[config.mk]
export PLATFORM = sky130hd
export DESIGN_NAME = mandelbrot_escape_time_grid
export DESIGN_NICKNAME = d
export VERILOG_FILES = /design/src/rtl/mbet_pkg.sv /design/src/rtl/mandelbrot_escape_time_grid.sv
export SDC_FILE = /design/constraint.sdc
export NUM_CORES = 2
export LEC_CHECK = 0
export BUFFER_PORTS_ARGS = -buffer_cell sky130_fd_sc_hd__buf_2
export CELL_PAD_IN_SITES_DETAIL_PLACEMENT = 1
export CELL_PAD_IN_SITES_GLOBAL_PLACEMENT = 2
export CORE_ASPECT_RATIO = 1.75
export CORE_MARGIN = 2
export CORE_UTILIZATION = 38
export CTS_CLUSTER_SIZE = 16
export DETAILED_ROUTE_END_ITERATION = 7
export PLACE_DENSITY_LB_ADDON = 0.2
export SYNTH_ARGS = -nofsm -noshare
export SYNTH_HDL_FRONTEND = slang
export SYNTH_SLANG_ARGS = --single-unit
export TNS_END_PERCENT = 20
[constraint.sdc]
create_clock -name clock -period 12.1 [get_ports clock]
set_clock_uncertainty 0.2 [all_clocks]
set_input_delay 2.42 -clock clock [delete_from_list [all_inputs] [get_ports clock]]
set_output_delay 2.42 -clock clock [all_outputs]
set_load 0.005 [all_outputs]
[src/rtl/mbet_pkg.sv]
`timescale 1ns / 1ps
// Package for the escape-time grid block: widths, reset values, sequencer
// codes and the saturation helpers. No dependencies.
package mbet_pkg;

   localparam int COORD_BITS       = 32;
   localparam int INDEX_BITS       = 13;
   localparam int SIZE_BITS        = 14;
   localparam int LIMIT_BITS       = 16;
   localparam int FRACT_OUT_BITS   = 17;
   localparam int FRACT_SHIFT      = 16;
   localparam int CSR_INDEX_BITS   = 3;
   localparam int CSR_DATA_BITS    = 32;
   localparam int MAX_GRID_DEFAULT = 8192;

   localparam int FRAC_BITS  = 28;
   localparam int ITER_BITS  = COORD_BITS + 1;
   localparam int PROD_BITS  = 2 * ITER_BITS;
   localparam int SQ_BITS    = PROD_BITS - FRAC_BITS;
   localparam int SUMSQ_BITS = SQ_BITS + 1;
   localparam int UPD_BITS   = SQ_BITS + 2;
   localparam int SUM_BITS   = 48;
   localparam int DVD_BITS   = 46;
   localparam int DVS_BITS   = 17;
   localparam int STEP_BITS  = $clog2(DVD_BITS);

   localparam logic [COORD_BITS-1:0] REAL_MIN_RESET = 32'hD800_0000;
   localparam logic [COORD_BITS-1:0] REAL_MAX_RESET = 32'h1000_0000;
   localparam logic [COORD_BITS-1:0] IMAG_MIN_RESET = 32'h1000_0000;
   localparam logic [COORD_BITS-1:0] IMAG_MAX_RESET = 32'hF000_0000;
   localparam logic [SIZE_BITS-1:0]  GRID_RESET     = 14'd1024;
   localparam logic [LIMIT_BITS-1:0] LIMIT_RESET    = 16'd1000;

   localparam logic [SUMSQ_BITS-1:0] ESCAPE_RADIUS_SQ = SUMSQ_BITS'(4) << FRAC_BITS;
   localparam logic signed [ITER_BITS-1:0] ITER_HI = {2'b01, {(ITER_BITS-2){1'b0}}};
   localparam logic signed [ITER_BITS-1:0] ITER_LO = {2'b11, {(ITER_BITS-2){1'b0}}};

   typedef enum logic [3:0] {
      ST_IDLE,
      ST_GRID_MUL,
      ST_DIV_LOAD,
      ST_DIV_RUN,
      ST_GRID_SUM,
      ST_ITER_START,
      ST_SQ_X,
      ST_SQ_Y,
      ST_CROSS,
      ST_UPDATE,
      ST_OUT
   } state_type;

   typedef enum logic [1:0] {
      JOB_RE,
      JOB_IM,
      JOB_FRAC
   } job_type;

   typedef enum logic [CSR_INDEX_BITS-1:0] {
      CSR_REAL_MIN,
      CSR_REAL_MAX,
      CSR_IMAG_MIN,
      CSR_IMAG_MAX,
      CSR_GRID_COLUMNS,
      CSR_GRID_ROWS,
      CSR_ITER_LIMIT
   } csr_index_type;

   function automatic logic signed [COORD_BITS-1:0] sat_coord(
      input logic signed [SUM_BITS-1:0] v);
      logic signed [SUM_BITS-1:0] hi;
      logic signed [SUM_BITS-1:0] lo;
      hi = SUM_BITS'({1'b0, {(COORD_BITS-1){1'b1}}});
      lo = ~hi;
      if (v > hi) begin
         sat_coord = hi[COORD_BITS-1:0];
      end else if (v < lo) begin
         sat_coord = lo[COORD_BITS-1:0];
      end else begin
         sat_coord = v[COORD_BITS-1:0];
      end
   endfunction

   function automatic logic signed [ITER_BITS-1:0] sat_iter(
      input logic signed [UPD_BITS-1:0] v);
      logic signed [UPD_BITS-1:0] hi;
      logic signed [UPD_BITS-1:0] lo;
      hi = {{(UPD_BITS-ITER_BITS){1'b0}}, ITER_HI};
      lo = {{(UPD_BITS-ITER_BITS){1'b1}}, ITER_LO};
      if (v > hi) begin
         sat_iter = ITER_HI;
      end else if (v < lo) begin
         sat_iter = ITER_LO;
      end else begin
         sat_iter = v[ITER_BITS-1:0];
      end
   endfunction

endpackage

[src/rtl/mandelbrot_escape_time_grid.sv]
`timescale 1ns / 1ps
// Escape-time engine for one point per request: grid or supplied point, one
// shared multiplier and one shared restoring divider. Depends on mbet_pkg.
//
// Usage: a request on req_* names a grid point (req_func 0, from req_column and
// req_row) or a supplied point (req_func 1, req_given_re/req_given_im). One
// result per request appears on rsp_* with the point, the escape count and
// count/limit in Q1.16. Registers are written on the csr_* channel; the user
// must write them only while the block is idle, as the block itself does not
// enforce it; csr_ready is always high.
// Flow: req_ready is high only in the idle state, so one request is in work
// at a time. A supplied point runs a start state, then per iteration the steps
// x*x, y*y and x*y on the shared 33x33 multiplier and an update, then the
// one-bit-per-cycle divider (load plus 46 steps) for the fraction and an output
// state. A grid point first runs two passes of multiply, 46-step divide and sum
// for the coordinates; a grid size of zero skips that divide. With a limit of
// zero the divide is skipped. The result sits in an output register; the next
// request is taken while it waits, and a finished result holds the block in its
// output state until rsp_ready frees the one before it.
// Reset (synchronous) returns to idle, drops rsp_valid and loads the register
// defaults: real -2.5..1.0, imaginary 1.0..-1.0, 1024x1024 grid, limit 1000.
module mandelbrot_escape_time_grid #(
   parameter int MAX_GRID = mbet_pkg::MAX_GRID_DEFAULT
) (
   input  logic                                      clock,
   input  logic                                      reset,
   input  logic                                      req_valid,
   output logic                                      req_ready,
   input  logic                                      req_func,
   input  logic        [mbet_pkg::INDEX_BITS-1:0]     req_column,
   input  logic        [mbet_pkg::INDEX_BITS-1:0]     req_row,
   input  logic signed [mbet_pkg::COORD_BITS-1:0]     req_given_re,
   input  logic signed [mbet_pkg::COORD_BITS-1:0]     req_given_im,
   output logic                                      rsp_valid,
   input  logic                                      rsp_ready,
   output logic signed [mbet_pkg::COORD_BITS-1:0]     rsp_point_re,
   output logic signed [mbet_pkg::COORD_BITS-1:0]     rsp_point_im,
   output logic        [mbet_pkg::LIMIT_BITS-1:0]     rsp_escape_count,
   output logic        [mbet_pkg::FRACT_OUT_BITS-1:0] rsp_escape_fraction,
   input  logic                                      csr_valid,
   output logic                                      csr_ready,
   input  logic        [mbet_pkg::CSR_INDEX_BITS-1:0] csr_index,
   input  logic        [mbet_pkg::CSR_DATA_BITS-1:0]  csr_wdata
);
   import mbet_pkg::*;

   localparam logic [STEP_BITS-1:0] STEP_LAST = STEP_BITS'(DVD_BITS - 1);
   localparam logic [DVS_BITS-1:0]  GRID_CAP  = DVS_BITS'(MAX_GRID);

   state_type state_ff, state_in;
   job_type   job_ff, job_in;

   logic signed [COORD_BITS-1:0] real_min_ff, real_min_in;
   logic signed [COORD_BITS-1:0] real_max_ff, real_max_in;
   logic signed [COORD_BITS-1:0] imag_min_ff, imag_min_in;
   logic signed [COORD_BITS-1:0] imag_max_ff, imag_max_in;
   logic [SIZE_BITS-1:0]         grid_columns_ff, grid_columns_in;
   logic [SIZE_BITS-1:0]         grid_rows_ff, grid_rows_in;
   logic [LIMIT_BITS-1:0]        iter_limit_ff, iter_limit_in;

   logic [INDEX_BITS-1:0]        column_ff, column_in;
   logic [INDEX_BITS-1:0]        row_ff, row_in;
   logic signed [COORD_BITS-1:0] cx_ff, cx_in;
   logic signed [COORD_BITS-1:0] cy_ff, cy_in;
   logic signed [ITER_BITS-1:0]  x_ff, x_in;
   logic signed [ITER_BITS-1:0]  y_ff, y_in;
   logic signed [SQ_BITS-1:0]    xx_ff, xx_in;
   logic signed [SQ_BITS-1:0]    yy_ff, yy_in;
   logic signed [PROD_BITS-1:0]  p_ff, p_in;
   logic [LIMIT_BITS-1:0]        count_ff, count_in;

   logic [DVD_BITS-1:0]          dvd_ff, dvd_in;
   logic [DVS_BITS-1:0]          rem_ff, rem_in;
   logic [DVS_BITS-1:0]          dvs_ff, dvs_in;
   logic [STEP_BITS-1:0]         step_ff, step_in;
   logic                         neg_ff, neg_in;

   logic                         rsp_valid_ff, rsp_valid_in;
   logic signed [COORD_BITS-1:0] rsp_point_re_ff, rsp_point_re_in;
   logic signed [COORD_BITS-1:0] rsp_point_im_ff, rsp_point_im_in;
   logic [LIMIT_BITS-1:0]        rsp_count_ff, rsp_count_in;
   logic [FRACT_OUT_BITS-1:0]    rsp_frac_ff, rsp_frac_in;

   logic signed [ITER_BITS-1:0]  mul_a;
   logic signed [ITER_BITS-1:0]  mul_b;
   logic signed [PROD_BITS-1:0]  prod;
   logic                         mul_en;
   logic [INDEX_BITS-1:0]        index_sel;
   logic [DVD_BITS:0]            p_low;
   logic [DVD_BITS:0]            p_mag;
   logic [DVS_BITS-1:0]          size_ext;
   logic [DVS_BITS-1:0]          size_eff;
   logic [DVD_BITS-1:0]          dividend_sel;
   logic [DVS_BITS-1:0]          divisor_sel;
   logic                         neg_sel;
   state_type                    div_next;
   logic [DVS_BITS:0]            rem_t;
   logic [DVS_BITS:0]            rem_sub;
   logic                         rem_ge;
   logic [SUM_BITS-1:0]          q_ext;
   logic signed [SUM_BITS-1:0]   q_signed;
   logic signed [COORD_BITS-1:0] lo_sel;
   logic signed [SUM_BITS-1:0]   lo_ext;
   logic signed [SUM_BITS-1:0]   grid_sum;
   logic signed [COORD_BITS-1:0] grid_coord;
   logic signed [UPD_BITS-1:0]   xx_w, yy_w, xy_w, cx_w, cy_w;
   logic signed [UPD_BITS-1:0]   upd_x, upd_y;
   logic [SUMSQ_BITS-1:0]        sumsq;
   logic [LIMIT_BITS-1:0]        count_inc;
   logic                         out_load;

   assign req_ready           = (state_ff == ST_IDLE);
   assign csr_ready           = 1'b1;
   assign rsp_valid           = rsp_valid_ff;
   assign rsp_point_re        = rsp_point_re_ff;
   assign rsp_point_im        = rsp_point_im_ff;
   assign rsp_escape_count    = rsp_count_ff;
   assign rsp_escape_fraction = rsp_frac_ff;

   assign prod = mul_a * mul_b;

   always_comb begin
      // shared datapath terms
      index_sel = (job_ff == JOB_IM) ? row_ff : column_ff;
      p_low     = p_ff[DVD_BITS:0];
      p_mag     = p_low[DVD_BITS] ? (~p_low + 1'b1) : p_low;
      size_ext  = {{(DVS_BITS-SIZE_BITS){1'b0}},
                   ((job_ff == JOB_IM) ? grid_rows_ff : grid_columns_ff)};
      size_eff  = (size_ext > GRID_CAP) ? GRID_CAP : size_ext;

      if (job_ff == JOB_FRAC) begin
         dividend_sel = {{(DVD_BITS-LIMIT_BITS-FRACT_SHIFT){1'b0}}, count_ff,
                         {FRACT_SHIFT{1'b0}}};
         divisor_sel  = {{(DVS_BITS-LIMIT_BITS){1'b0}}, iter_limit_ff};
         neg_sel      = 1'b0;
         div_next     = ST_OUT;
      end else begin
         dividend_sel = p_mag[DVD_BITS-1:0];
         divisor_sel  = size_eff;
         neg_sel      = p_low[DVD_BITS];
         div_next     = ST_GRID_SUM;
      end

      rem_t   = {rem_ff, dvd_ff[DVD_BITS-1]};
      rem_sub = rem_t - {1'b0, dvs_ff};
      rem_ge  = (rem_t >= {1'b0, dvs_ff});

      q_ext      = {{(SUM_BITS-DVD_BITS){1'b0}}, dvd_ff};
      q_signed   = neg_ff ? (~q_ext + 1'b1) : q_ext;
      lo_sel     = (job_ff == JOB_IM) ? imag_min_ff : real_min_ff;
      lo_ext     = {{(SUM_BITS-COORD_BITS){lo_sel[COORD_BITS-1]}}, lo_sel};
      grid_sum   = lo_ext + q_signed;
      grid_coord = sat_coord(grid_sum);

      xx_w  = {{(UPD_BITS-SQ_BITS){xx_ff[SQ_BITS-1]}}, xx_ff};
      yy_w  = {{(UPD_BITS-SQ_BITS){yy_ff[SQ_BITS-1]}}, yy_ff};
      xy_w  = {{(UPD_BITS-SQ_BITS){p_ff[PROD_BITS-1]}}, p_ff[PROD_BITS-1:FRAC_BITS]};
      cx_w  = {{(UPD_BITS-COORD_BITS){cx_ff[COORD_BITS-1]}}, cx_ff};
      cy_w  = {{(UPD_BITS-COORD_BITS){cy_ff[COORD_BITS-1]}}, cy_ff};
      upd_x = xx_w - yy_w + cx_w;
      upd_y = (xy_w <<< 1) + cy_w;
      sumsq = {1'b0, xx_ff} + {1'b0, yy_ff};
      count_inc = count_ff + 1'b1;

      out_load = (state_ff == ST_OUT) && (!rsp_valid_ff || rsp_ready);

      // hold by default
      state_in        = state_ff;
      job_in          = job_ff;
      real_min_in     = real_min_ff;
      real_max_in     = real_max_ff;
      imag_min_in     = imag_min_ff;
      imag_max_in     = imag_max_ff;
      grid_columns_in = grid_columns_ff;
      grid_rows_in    = grid_rows_ff;
      iter_limit_in   = iter_limit_ff;
      column_in       = column_ff;
      row_in          = row_ff;
      cx_in           = cx_ff;
      cy_in           = cy_ff;
      x_in            = x_ff;
      y_in            = y_ff;
      xx_in           = xx_ff;
      yy_in           = yy_ff;
      count_in        = count_ff;
      dvd_in          = dvd_ff;
      rem_in          = rem_ff;
      dvs_in          = dvs_ff;
      step_in         = step_ff;
      neg_in          = neg_ff;
      mul_a           = '0;
      mul_b           = '0;
      mul_en          = 1'b0;

      rsp_point_re_in = rsp_point_re_ff;
      rsp_point_im_in = rsp_point_im_ff;
      rsp_count_in    = rsp_count_ff;
      rsp_frac_in     = rsp_frac_ff;
      rsp_valid_in    = rsp_ready ? 1'b0 : rsp_valid_ff;

      if (csr_valid) begin
         unique case (csr_index_type'(csr_index))
            CSR_REAL_MIN:     real_min_in     = csr_wdata[COORD_BITS-1:0];
            CSR_REAL_MAX:     real_max_in     = csr_wdata[COORD_BITS-1:0];
            CSR_IMAG_MIN:     imag_min_in     = csr_wdata[COORD_BITS-1:0];
            CSR_IMAG_MAX:     imag_max_in     = csr_wdata[COORD_BITS-1:0];
            CSR_GRID_COLUMNS: grid_columns_in = csr_wdata[SIZE_BITS-1:0];
            CSR_GRID_ROWS:    grid_rows_in    = csr_wdata[SIZE_BITS-1:0];
            CSR_ITER_LIMIT:   iter_limit_in   = csr_wdata[LIMIT_BITS-1:0];
            default: begin
            end
         endcase
      end

      unique case (state_ff)
         ST_IDLE: begin
            if (req_valid) begin
               column_in = req_column;
               row_in    = req_row;
               cx_in     = req_given_re;
               cy_in     = req_given_im;
               job_in    = JOB_RE;
               state_in  = req_func ? ST_ITER_START : ST_GRID_MUL;
            end
         end
         ST_GRID_MUL: begin
            mul_a    = (job_ff == JOB_IM)
                       ? ({imag_max_ff[COORD_BITS-1], imag_max_ff}
                          - {imag_min_ff[COORD_BITS-1], imag_min_ff})
                       : ({real_max_ff[COORD_BITS-1], real_max_ff}
                          - {real_min_ff[COORD_BITS-1], real_min_ff});
            mul_b    = {{(ITER_BITS-INDEX_BITS){1'b0}}, index_sel};
            mul_en   = 1'b1;
            state_in = ST_DIV_LOAD;
         end
         ST_DIV_LOAD: begin
            dvs_in  = divisor_sel;
            rem_in  = '0;
            step_in = '0;
            if (divisor_sel == '0) begin
               dvd_in   = '0;
               neg_in   = 1'b0;
               state_in = div_next;
            end else begin
               dvd_in   = dividend_sel;
               neg_in   = neg_sel;
               state_in = ST_DIV_RUN;
            end
         end
         ST_DIV_RUN: begin
            rem_in  = rem_ge ? rem_sub[DVS_BITS-1:0] : rem_t[DVS_BITS-1:0];
            dvd_in  = {dvd_ff[DVD_BITS-2:0], rem_ge};
            step_in = step_ff + 1'b1;
            if (step_ff == STEP_LAST) begin
               state_in = div_next;
            end
         end
         ST_GRID_SUM: begin
            if (job_ff == JOB_RE) begin
               cx_in    = grid_coord;
               job_in   = JOB_IM;
               state_in = ST_GRID_MUL;
            end else begin
               cy_in    = grid_coord;
               state_in = ST_ITER_START;
            end
         end
         ST_ITER_START: begin
            x_in     = '0;
            y_in     = '0;
            count_in = '0;
            if (iter_limit_ff == '0) begin
               job_in   = JOB_FRAC;
               state_in = ST_DIV_LOAD;
            end else begin
               state_in = ST_SQ_X;
            end
         end
         ST_SQ_X: begin
            mul_a    = x_ff;
            mul_b    = x_ff;
            mul_en   = 1'b1;
            state_in = ST_SQ_Y;
         end
         ST_SQ_Y: begin
            xx_in    = p_ff[PROD_BITS-1:FRAC_BITS];
            mul_a    = y_ff;
            mul_b    = y_ff;
            mul_en   = 1'b1;
            state_in = ST_CROSS;
         end
         ST_CROSS: begin
            yy_in    = p_ff[PROD_BITS-1:FRAC_BITS];
            mul_a    = x_ff;
            mul_b    = y_ff;
            mul_en   = 1'b1;
            state_in = ST_UPDATE;
         end
         ST_UPDATE: begin
            x_in     = sat_iter(upd_x);
            y_in     = sat_iter(upd_y);
            count_in = count_inc;
            if ((count_inc < iter_limit_ff) && (sumsq <= ESCAPE_RADIUS_SQ)) begin
               state_in = ST_SQ_X;
            end else begin
               job_in   = JOB_FRAC;
               state_in = ST_DIV_LOAD;
            end
         end
         ST_OUT: begin
            if (out_load) begin
               rsp_point_re_in = cx_ff;
               rsp_point_im_in = cy_ff;
               rsp_count_in    = count_ff;
               rsp_frac_in     = dvd_ff[FRACT_OUT_BITS-1:0];
               rsp_valid_in    = 1'b1;
               state_in        = ST_IDLE;
            end
         end
         default: begin
            state_in = ST_IDLE;
         end
      endcase

      p_in = mul_en ? prod : p_ff;
   end

   always_ff @(posedge clock) begin
      if (reset) begin
         state_ff <= ST_IDLE;
      end else begin
         state_ff <= state_in;
      end
   end

   always_ff @(posedge clock) begin
      if (reset) begin
         rsp_valid_ff    <= 1'b0;
         job_ff          <= JOB_RE;
         real_min_ff     <= REAL_MIN_RESET;
         real_max_ff     <= REAL_MAX_RESET;
         imag_min_ff     <= IMAG_MIN_RESET;
         imag_max_ff     <= IMAG_MAX_RESET;
         grid_columns_ff <= GRID_RESET;
         grid_rows_ff    <= GRID_RESET;
         iter_limit_ff   <= LIMIT_RESET;
      end else begin
         rsp_valid_ff    <= rsp_valid_in;
         job_ff          <= job_in;
         real_min_ff     <= real_min_in;
         real_max_ff     <= real_max_in;
         imag_min_ff     <= imag_min_in;
         imag_max_ff     <= imag_max_in;
         grid_columns_ff <= grid_columns_in;
         grid_rows_ff    <= grid_rows_in;
         iter_limit_ff   <= iter_limit_in;
      end
   end

   always_ff @(posedge clock) begin
      column_ff       <= column_in;
      row_ff          <= row_in;
      cx_ff           <= cx_in;
      cy_ff           <= cy_in;
      x_ff            <= x_in;
      y_ff            <= y_in;
      xx_ff           <= xx_in;
      yy_ff           <= yy_in;
      p_ff            <= p_in;
      count_ff        <= count_in;
      dvd_ff          <= dvd_in;
      rem_ff          <= rem_in;
      dvs_ff          <= dvs_in;
      step_ff         <= step_in;
      neg_ff          <= neg_in;
      rsp_point_re_ff <= rsp_point_re_in;
      rsp_point_im_ff <= rsp_point_im_in;
      rsp_count_ff    <= rsp_count_in;
      rsp_frac_ff     <= rsp_frac_in;
   end

   a_iter_below_limit: assert property (@(posedge clock) disable iff (reset)
      (state_ff == ST_SQ_X) |-> (count_ff < iter_limit_ff))
      else $error("iteration started at or past the limit");

   a_iterate_bounded: assert property (@(posedge clock) disable iff (reset)
      (state_ff == ST_SQ_X) |-> ((x_ff <= ITER_HI) && (x_ff >= ITER_LO)
                                 && (y_ff <= ITER_HI) && (y_ff >= ITER_LO)))
      else $error("iterate outside saturation bounds");

   a_rem_below_divisor: assert property (@(posedge clock) disable iff (reset)
      (state_ff == ST_DIV_RUN) |-> (rem_ff < dvs_ff))
      else $error("divider remainder not below divisor");

   a_count_in_result: assert property (@(posedge clock) disable iff (reset)
      out_load |-> (count_ff <= iter_limit_ff))
      else $error("escape count above limit");

   a_busy_after_request: assert property (@(posedge clock) disable iff (reset)
      (req_valid && req_ready) |=> (state_ff != ST_IDLE) && !req_ready)
      else $error("request accepted without leaving idle");

endmodule
* After elaboration in Yosys (flattened, before gate mapping) *
Index checks and enable logic that the tools add are counted.

operators by class
  add/sub/neg operators = 12
  multipliers = 1
  magnitude comparators = 10
  equal/unequal tests = 26
  multiplexer cells = 50
  bitwise gates (word level) = 2
  reductions and logical operators = 30

operator list
  cell                                                                      count
  32-bit two-way mux                                                        7
  33-bit one-hot mux with 3 select lines                                    2
  33-bit two-way mux                                                        5
  46-bit two-way mux                                                        3
  33-bit one-hot mux with 2 select lines                                    2
  32-bit one-hot mux with 2 select lines                                    2
  46-bit one-hot mux with 2 select lines                                    1
  39-bit by 32-bit adder with 40-bit output                                 2
  40-bit by 33-bit > comparator with 1-bit output (second input constant)   2
  40-bit by 32-bit < comparator with 1-bit output (second input constant)   2
  33-bit by 33-bit multiplier with 66-bit output                            1
  32-bit by 32-bit subtractor with 33-bit output                            2
  32-bit by 48-bit adder with 48-bit output                                 1
  48-bit by 1-bit adder with 48-bit output (second input constant)          1
  48-bit by 32-bit > comparator with 1-bit output (second input constant)   1
  48-bit by 32-bit < comparator with 1-bit output (second input constant)   1
  48-bit two-way mux                                                        1
  46-bit inverter with 48-bit output                                        1
  46-bit by 1-bit adder with 46-bit output (second input constant)          1
  46-bit inverter                                                           1
  4-bit one-hot mux with 11 select lines                                    1
  38-bit by 38-bit adder with 39-bit output                                 1
  39-bit by 31-bit <= comparator with 1-bit output (second input constant)  1
  38-bit by 38-bit subtractor with 39-bit output                            1
  other kinds (44)                                                          88

word-level totals
  register bits after elaboration = 677
  input bits = 131
  output and inout port bits = 100
  logic and storage cells = 160

* Logic depth before layout (Yosys ltp) *
  word-level depth = 9
  depth in mapped cells = 44
  gate-level depth less buffers = 42

* Least setup slack after synthesis *
OpenSTA, ideal clock, no wires.

  path type = reg-to-reg
  start point = reg state_ff[0]
  end point = reg p_ff[65] (data pin)
  library setup time = 259 ps
  data arrival time = 12,025 ps
  setup slack = -384 ps
  cell stages (with the launch flop) = 31
  cell sequence = dfxtp_1 clkbuf_1 nor3_1 or2_2 clkbuf_1 clkbuf_1 a221o_1 clkbuf_1 nand2_1 fa_1 inv_1 fa_1 fa_1 inv_1 fa_1 inv_1 fa_1 fa_1 fa_1 inv_1 fa_1 inv_1 ha_1 and4_1 and3_1 o21ai_0 o31ai_1 o41a_1 a2111oi_0 o21bai_1 xnor2_1

on the way
  cells in the longest elaborated chain, start to end = 4
  elaborated cells on any way between the ends = 9

RTL lines
  item                                                                                   line                                RTL
  start, declared                                                                        mandelbrot_escape_time_grid.sv:50   state_type state_ff, state_in;
  start signal, assigned                                                                 mandelbrot_escape_time_grid.sv:332  state_ff <= state_in;
  4-bit equality test or 4-bit by 3-bit equality test with 1-bit output (tied branches)  mandelbrot_escape_time_grid.sv:215  unique case (state_ff)
  2-bit OR reduction (no source line)                                                    --
  33-bit one-hot mux with 3 select lines                                                 mandelbrot_escape_time_grid.sv:215
  33-bit by 33-bit multiplier with 66-bit output *                                       mandelbrot_escape_time_grid.sv:120  assign prod = mul_a * mul_b;
  named net prod[65]                                                                     mandelbrot_escape_time_grid.sv:86   logic signed [PROD_BITS-1:0] prod;
  end signal, assigned                                                                   mandelbrot_escape_time_grid.sv:369  p_ff <= p_in;
  end, declared                                                                          mandelbrot_escape_time_grid.sv:69   logic signed [PROD_BITS-1:0] p_ff, p_in;

Mark *: on every way through the listed nets, which the timed path passes. The rest lies on a longest branch.
A chain may end at the register's enable or synchronous reset.

* Final worst setup path *
  start point = reg real_min_ff[1]
  end point = reg p_ff[65] (data pin)

on the way
  cells in the longest elaborated chain, start to end = 4

RTL lines
  item                                            line                                RTL
  start, declared                                 mandelbrot_escape_time_grid.sv:53   logic signed [COORD_BITS-1:0] real_min_ff, real_min_in;
  start signal, assigned                          mandelbrot_escape_time_grid.sv:350  real_min_ff <= real_min_in;
  32-bit by 32-bit subtractor with 33-bit output  mandelbrot_escape_time_grid.sv:231  - {real_min_ff[COORD_BITS-1], real_min_ff});
  33-bit two-way mux                              mandelbrot_escape_time_grid.sv:228  ? ({imag_max_ff[COORD_BITS-1], imag_max_ff}
  33-bit one-hot mux with 3 select lines          mandelbrot_escape_time_grid.sv:215
  33-bit by 33-bit multiplier with 66-bit output  mandelbrot_escape_time_grid.sv:120
  named net prod[65]                              mandelbrot_escape_time_grid.sv:86

The timed path passes the listed nets, and every way through them passes these cells.

==> impl_metrics.ini <==
[status]
status = finished with violations
violations = capacitance limit, slew limit

[cells_and_area]
num-nets-final = 11200
multi_input_area_um2 = 57500
nFillCells = 25100
final_layout_size_suffix_gt1_share_pct = 8.89
synthToLayoutAreaGrowth_pct = 10.6
seq_area_um2 = 18500
final_common_cell = inv_1
final_cell_mix = inv_1 (1476), nand2_1 (1305), fa_1 (1188)
design_area_um2 = 91500

[die]
die-area_um2 = 222000
die_h_um = 621
rows = 226
coreArea_um2 = 217000
ios = 231
initial_core_util_pct = 38.2
fp.dieW_um = 357

[setup_path]
critical_path.max_fanout = 5
critical_path.endpoint = p_ff[65]$_DFFE_PP_
path_common_cell = fa_1
cp_slowest_cell = fa_1
r2r_setup_slack_ps = 400
cp-start-kind = flip-flop
worst_r2r_path_depth = 39
path_class = reg2reg
r2r-end = p_ff[65]$_DFFE_PP_
critical_path_arrival_ps = 11910
slowest_delay_ps = 680
worstPathRequired_ps = 12310
worst_setup_path_end_kind = flip-flop
reg2reg_from = real_min_ff[1]$_SDFFE_PP0P_
startpoint = real_min_ff[1]$_SDFFE_PP0P_

[logic_synthesis]
synth.avg_cell_area_um2 = 9.00
synthXorXnorAreaFrac_pct = 3.67
synth_nets = 11000
synth_mux_area_share_pct = 0.512
yosysUniqueCellTypes = 97
synth-compound-area-share_pct = 13.8
synth_area_um2 = 82800
synth_top_family_by_area = adder cells
synth.area.top_cells = fa_1 (29%), edfxtp_1 (18%), ha_1 (7.3%), inv_1 (6.7%), nand2_1 (5.9%)
synth_ff_type = edfxtp_1
synth_warnings = 0
synth-edff-count = 497
synthAdderAreaFrac_pct = 36.0
synth_top_area_share_pct = 28.8
yosys.area_share.simple_pct = 14.9
synth_area_leader_cell = fa_1
synth_seq_area_share_pct = 22.4
ys_seq_elements = 676
synthesis.instances = 9195
synthArstFlopShare_pct = 0

[power]
internal_power_mw = 8.66
p_seq_share_pct = 21.1
p_sw_share_pct = 53.6
irDropWorstVdd_mv = 0.231
combPwrFrac_pct = 66.9
p_per_area_nw_per_um2 = 204
switching_power_mw = 10.0
clockPowerShare_pct = 12.0
leakagePower_nw = 40.6

[timing]
worst_pin_slew_ps = 1580
layout_min_cycle_time_ps = 11700
setup_slack_ps = 402
slew_viol_final = 11
setup_violations = 0
finalHoldViolations = 0
rsz0062_at_grt = no
fmax_mhz = 85.5
period_share_pct = 96.7
max_slew_margin_pct = -5.19

[cts]
clkTransAtPathRegs_ps = 60
ctsHoldBuffers = 0
cts.sinks = 676
cts.htree.levels = 3
ctsLongestPathBuffers = 3
root_buffer = clkbuf_16
cts_buffers = 68
cts_tree = built
clock_latency_ps = 680

[placed_design]
dp_hpwl_mm = 322
gp_congestion = 0.993
port_buffers = 229
place_ws_ps = -64.4
placed_area_um2 = 89100

[global_route]
grt_pass1_wl_mm = 553
overflow = 0
antenna_found_initial = 29
grt_max_degree = 101
track_usage_pct = 35.1
grt_pass1_vias = 78900

[flow_run]
drv_cap = 1

[worst_hold_path]
hold_path_depth = 2
hold_path_class = reg2reg

[drt]
drtIter0Drc = 4571
post_drt_via_cell_ratio = 5.73
drcViolationCount = 0
final_antenna_net_count = 0
num_vias = 70700
drt-pass1-iter-count = 7
finalWirelength_mm = 388
routedWlPerCell_um = 31.4
cell usage after synthesis, types with 20 or more instances:
| master | instances |
|---|---|
| a21oi_1 | 543 |
| and3_1 | 68 |
| clkbuf_1 | 379 |
| a21o_1 | 153 |
| a211o_1 | 29 |
| o21a_1 | 69 |
| a211oi_1 | 55 |
| a221oi_1 | 30 |
| o211ai_1 | 35 |
| a31oi_1 | 38 |
| nor4_1 | 32 |
| o31ai_1 | 64 |
| or3_1 | 39 |
| xnor2_1 | 218 |
| a221o_1 | 36 |
| a22o_1 | 34 |
| and2_1 | 123 |
| or2_2 | 24 |
| o21ai_1 | 20 |
| nand2_1 | 1310 |
| nand2b_1 | 50 |
| mux2i_1 | 39 |
| inv_1 | 1476 |
| o22ai_1 | 82 |
| dfxtp_1 | 179 |
| a22oi_1 | 31 |
| nand3b_1 | 20 |
| nor2_1 | 721 |
| nand4_1 | 58 |
| fa_1 | 1189 |
| nor3b_1 | 23 |
| xor2_1 | 129 |
| o21bai_1 | 45 |
| nor2b_1 | 44 |
| ha_1 | 480 |
| o21ai_0 | 350 |
| edfxtp_1 | 497 |
| nor3_1 | 117 |
| nand3_1 | 88 |
layer usage:
layer / routed length (um) / share of wire, % / GRT usage [%] / vias up
li1: - / - / - / 30600
met1: 122000 / 31 / 32.8 / 36600
met2: 199000 / 51 / 63.2 / 2268
met3: 16300 / 4.2 / 4.60 / 1295
met4: 50300 / 13 / 36.4 / 14
met5: 78 / 0.020 / 0 / -
worst max-delay path, delay by kind of cell (launching register included):
| kind | cells | cell delay, ps |
|---|---|---|
| AO/OA/AOI/OAI | 18 | 4420 |
| flip-flops | 1 | 380 |
| AND/OR/NAND/NOR | 2 | 200 |
| adder cells (fa/ha/maj) | 10 | 4840 |
| XOR/XNOR | 2 | 580 |
| buffers and inverters | 7 | 830 |
cell families after synthesis:
kind of cell / count (synthesis)
buffers and inverters: 1895
flip-flops: 676
AO/OA/AOI/OAI: 1782
AND/OR/NAND/NOR: 2783
adder cells (fa/ha/maj): 1669
multiplexers: 42
other: 1
XOR/XNOR: 347
registers in the layout, summed over array words and instances (netlist names), 32 cells and up:
register and count:
yy_ff 38, cy_ff 32, x_ff 33, p_ff 66
imag_max_ff 32, cx_ff 32, dvd_ff 46, y_ff 33
imag_min_ff 32, rsp_point_im 32, real_min_ff 32, real_max_ff 32
xx_ff 38, rsp_point_re 32
worst min path at each step:
stage,slack (ps),to,from
finish,250,real_min_ff[19]$_SDFFE_PP0P_,real_min_ff[19]$_SDFFE_PP0P_
global route,270,rsp_point_re[1]$_DFFE_PP_,cx_ff[1]$_DFFE_PP_
CTS,260,real_min_ff[19]$_SDFFE_PP0P_,real_min_ff[19]$_SDFFE_PP0P_
detailed placement,250,real_min_ff[19]$_SDFFE_PP0P_,real_min_ff[19]$_SDFFE_PP0P_
global placement,240,rsp_point_re[3]$_DFFE_PP_,cx_ff[3]$_DFFE_PP_
floorplan,230,rsp_point_re[10]$_DFFE_PP_,cx_ff[10]$_DFFE_PP_
per-stage QoR:
stage	utilization, %	setup TNS [ps]	hold WS (ps)	power, mW	instances
floorplan	-	0	226	10.8	9195
global placement	41.1	0	236	16.0	12200
detailed placement	41.1	-98.1	247	16.2	12200
CTS	42.2	0	256	18.5	12300
global route	42.2	0	273	19.7	12300
finish	42.3	0	255	18.7	12300
final cells by class:
type | count | area share, %
sequential | 676 | 20.2
clock inverter | 39 | 0.402
timing repair buffer | 581 | 4.51
antenna | 10 | 0.0273
inverter | 1476 | 6.05
multi-input combinational | 6624 | 62.9
tap | 2850 | 3.90
clock buffer | 86 | 2.04
power groups by stage:
stage | Sequential [mW] | Clock (mW) | Combinational, mW
finish | 3.94 | 2.23 | 12.5
floorplan | 3.54 | 0 | 7.31
global route | 3.96 | 2.34 | 13.4
CTS | 3.93 | 2.28 | 12.3
detailed placement | 3.97 | 0 | 12.3
global placement | 3.96 | 0 | 12.1
timing repair:
item | 4_1_cts | 5_1_grt
pin swaps | 0 | 4
resized for setup | 1 | 25
endpoints found under the setup margin | 4 | 23
buffers inserted | 0 | 7
Power figures use the tool's default switching activity.
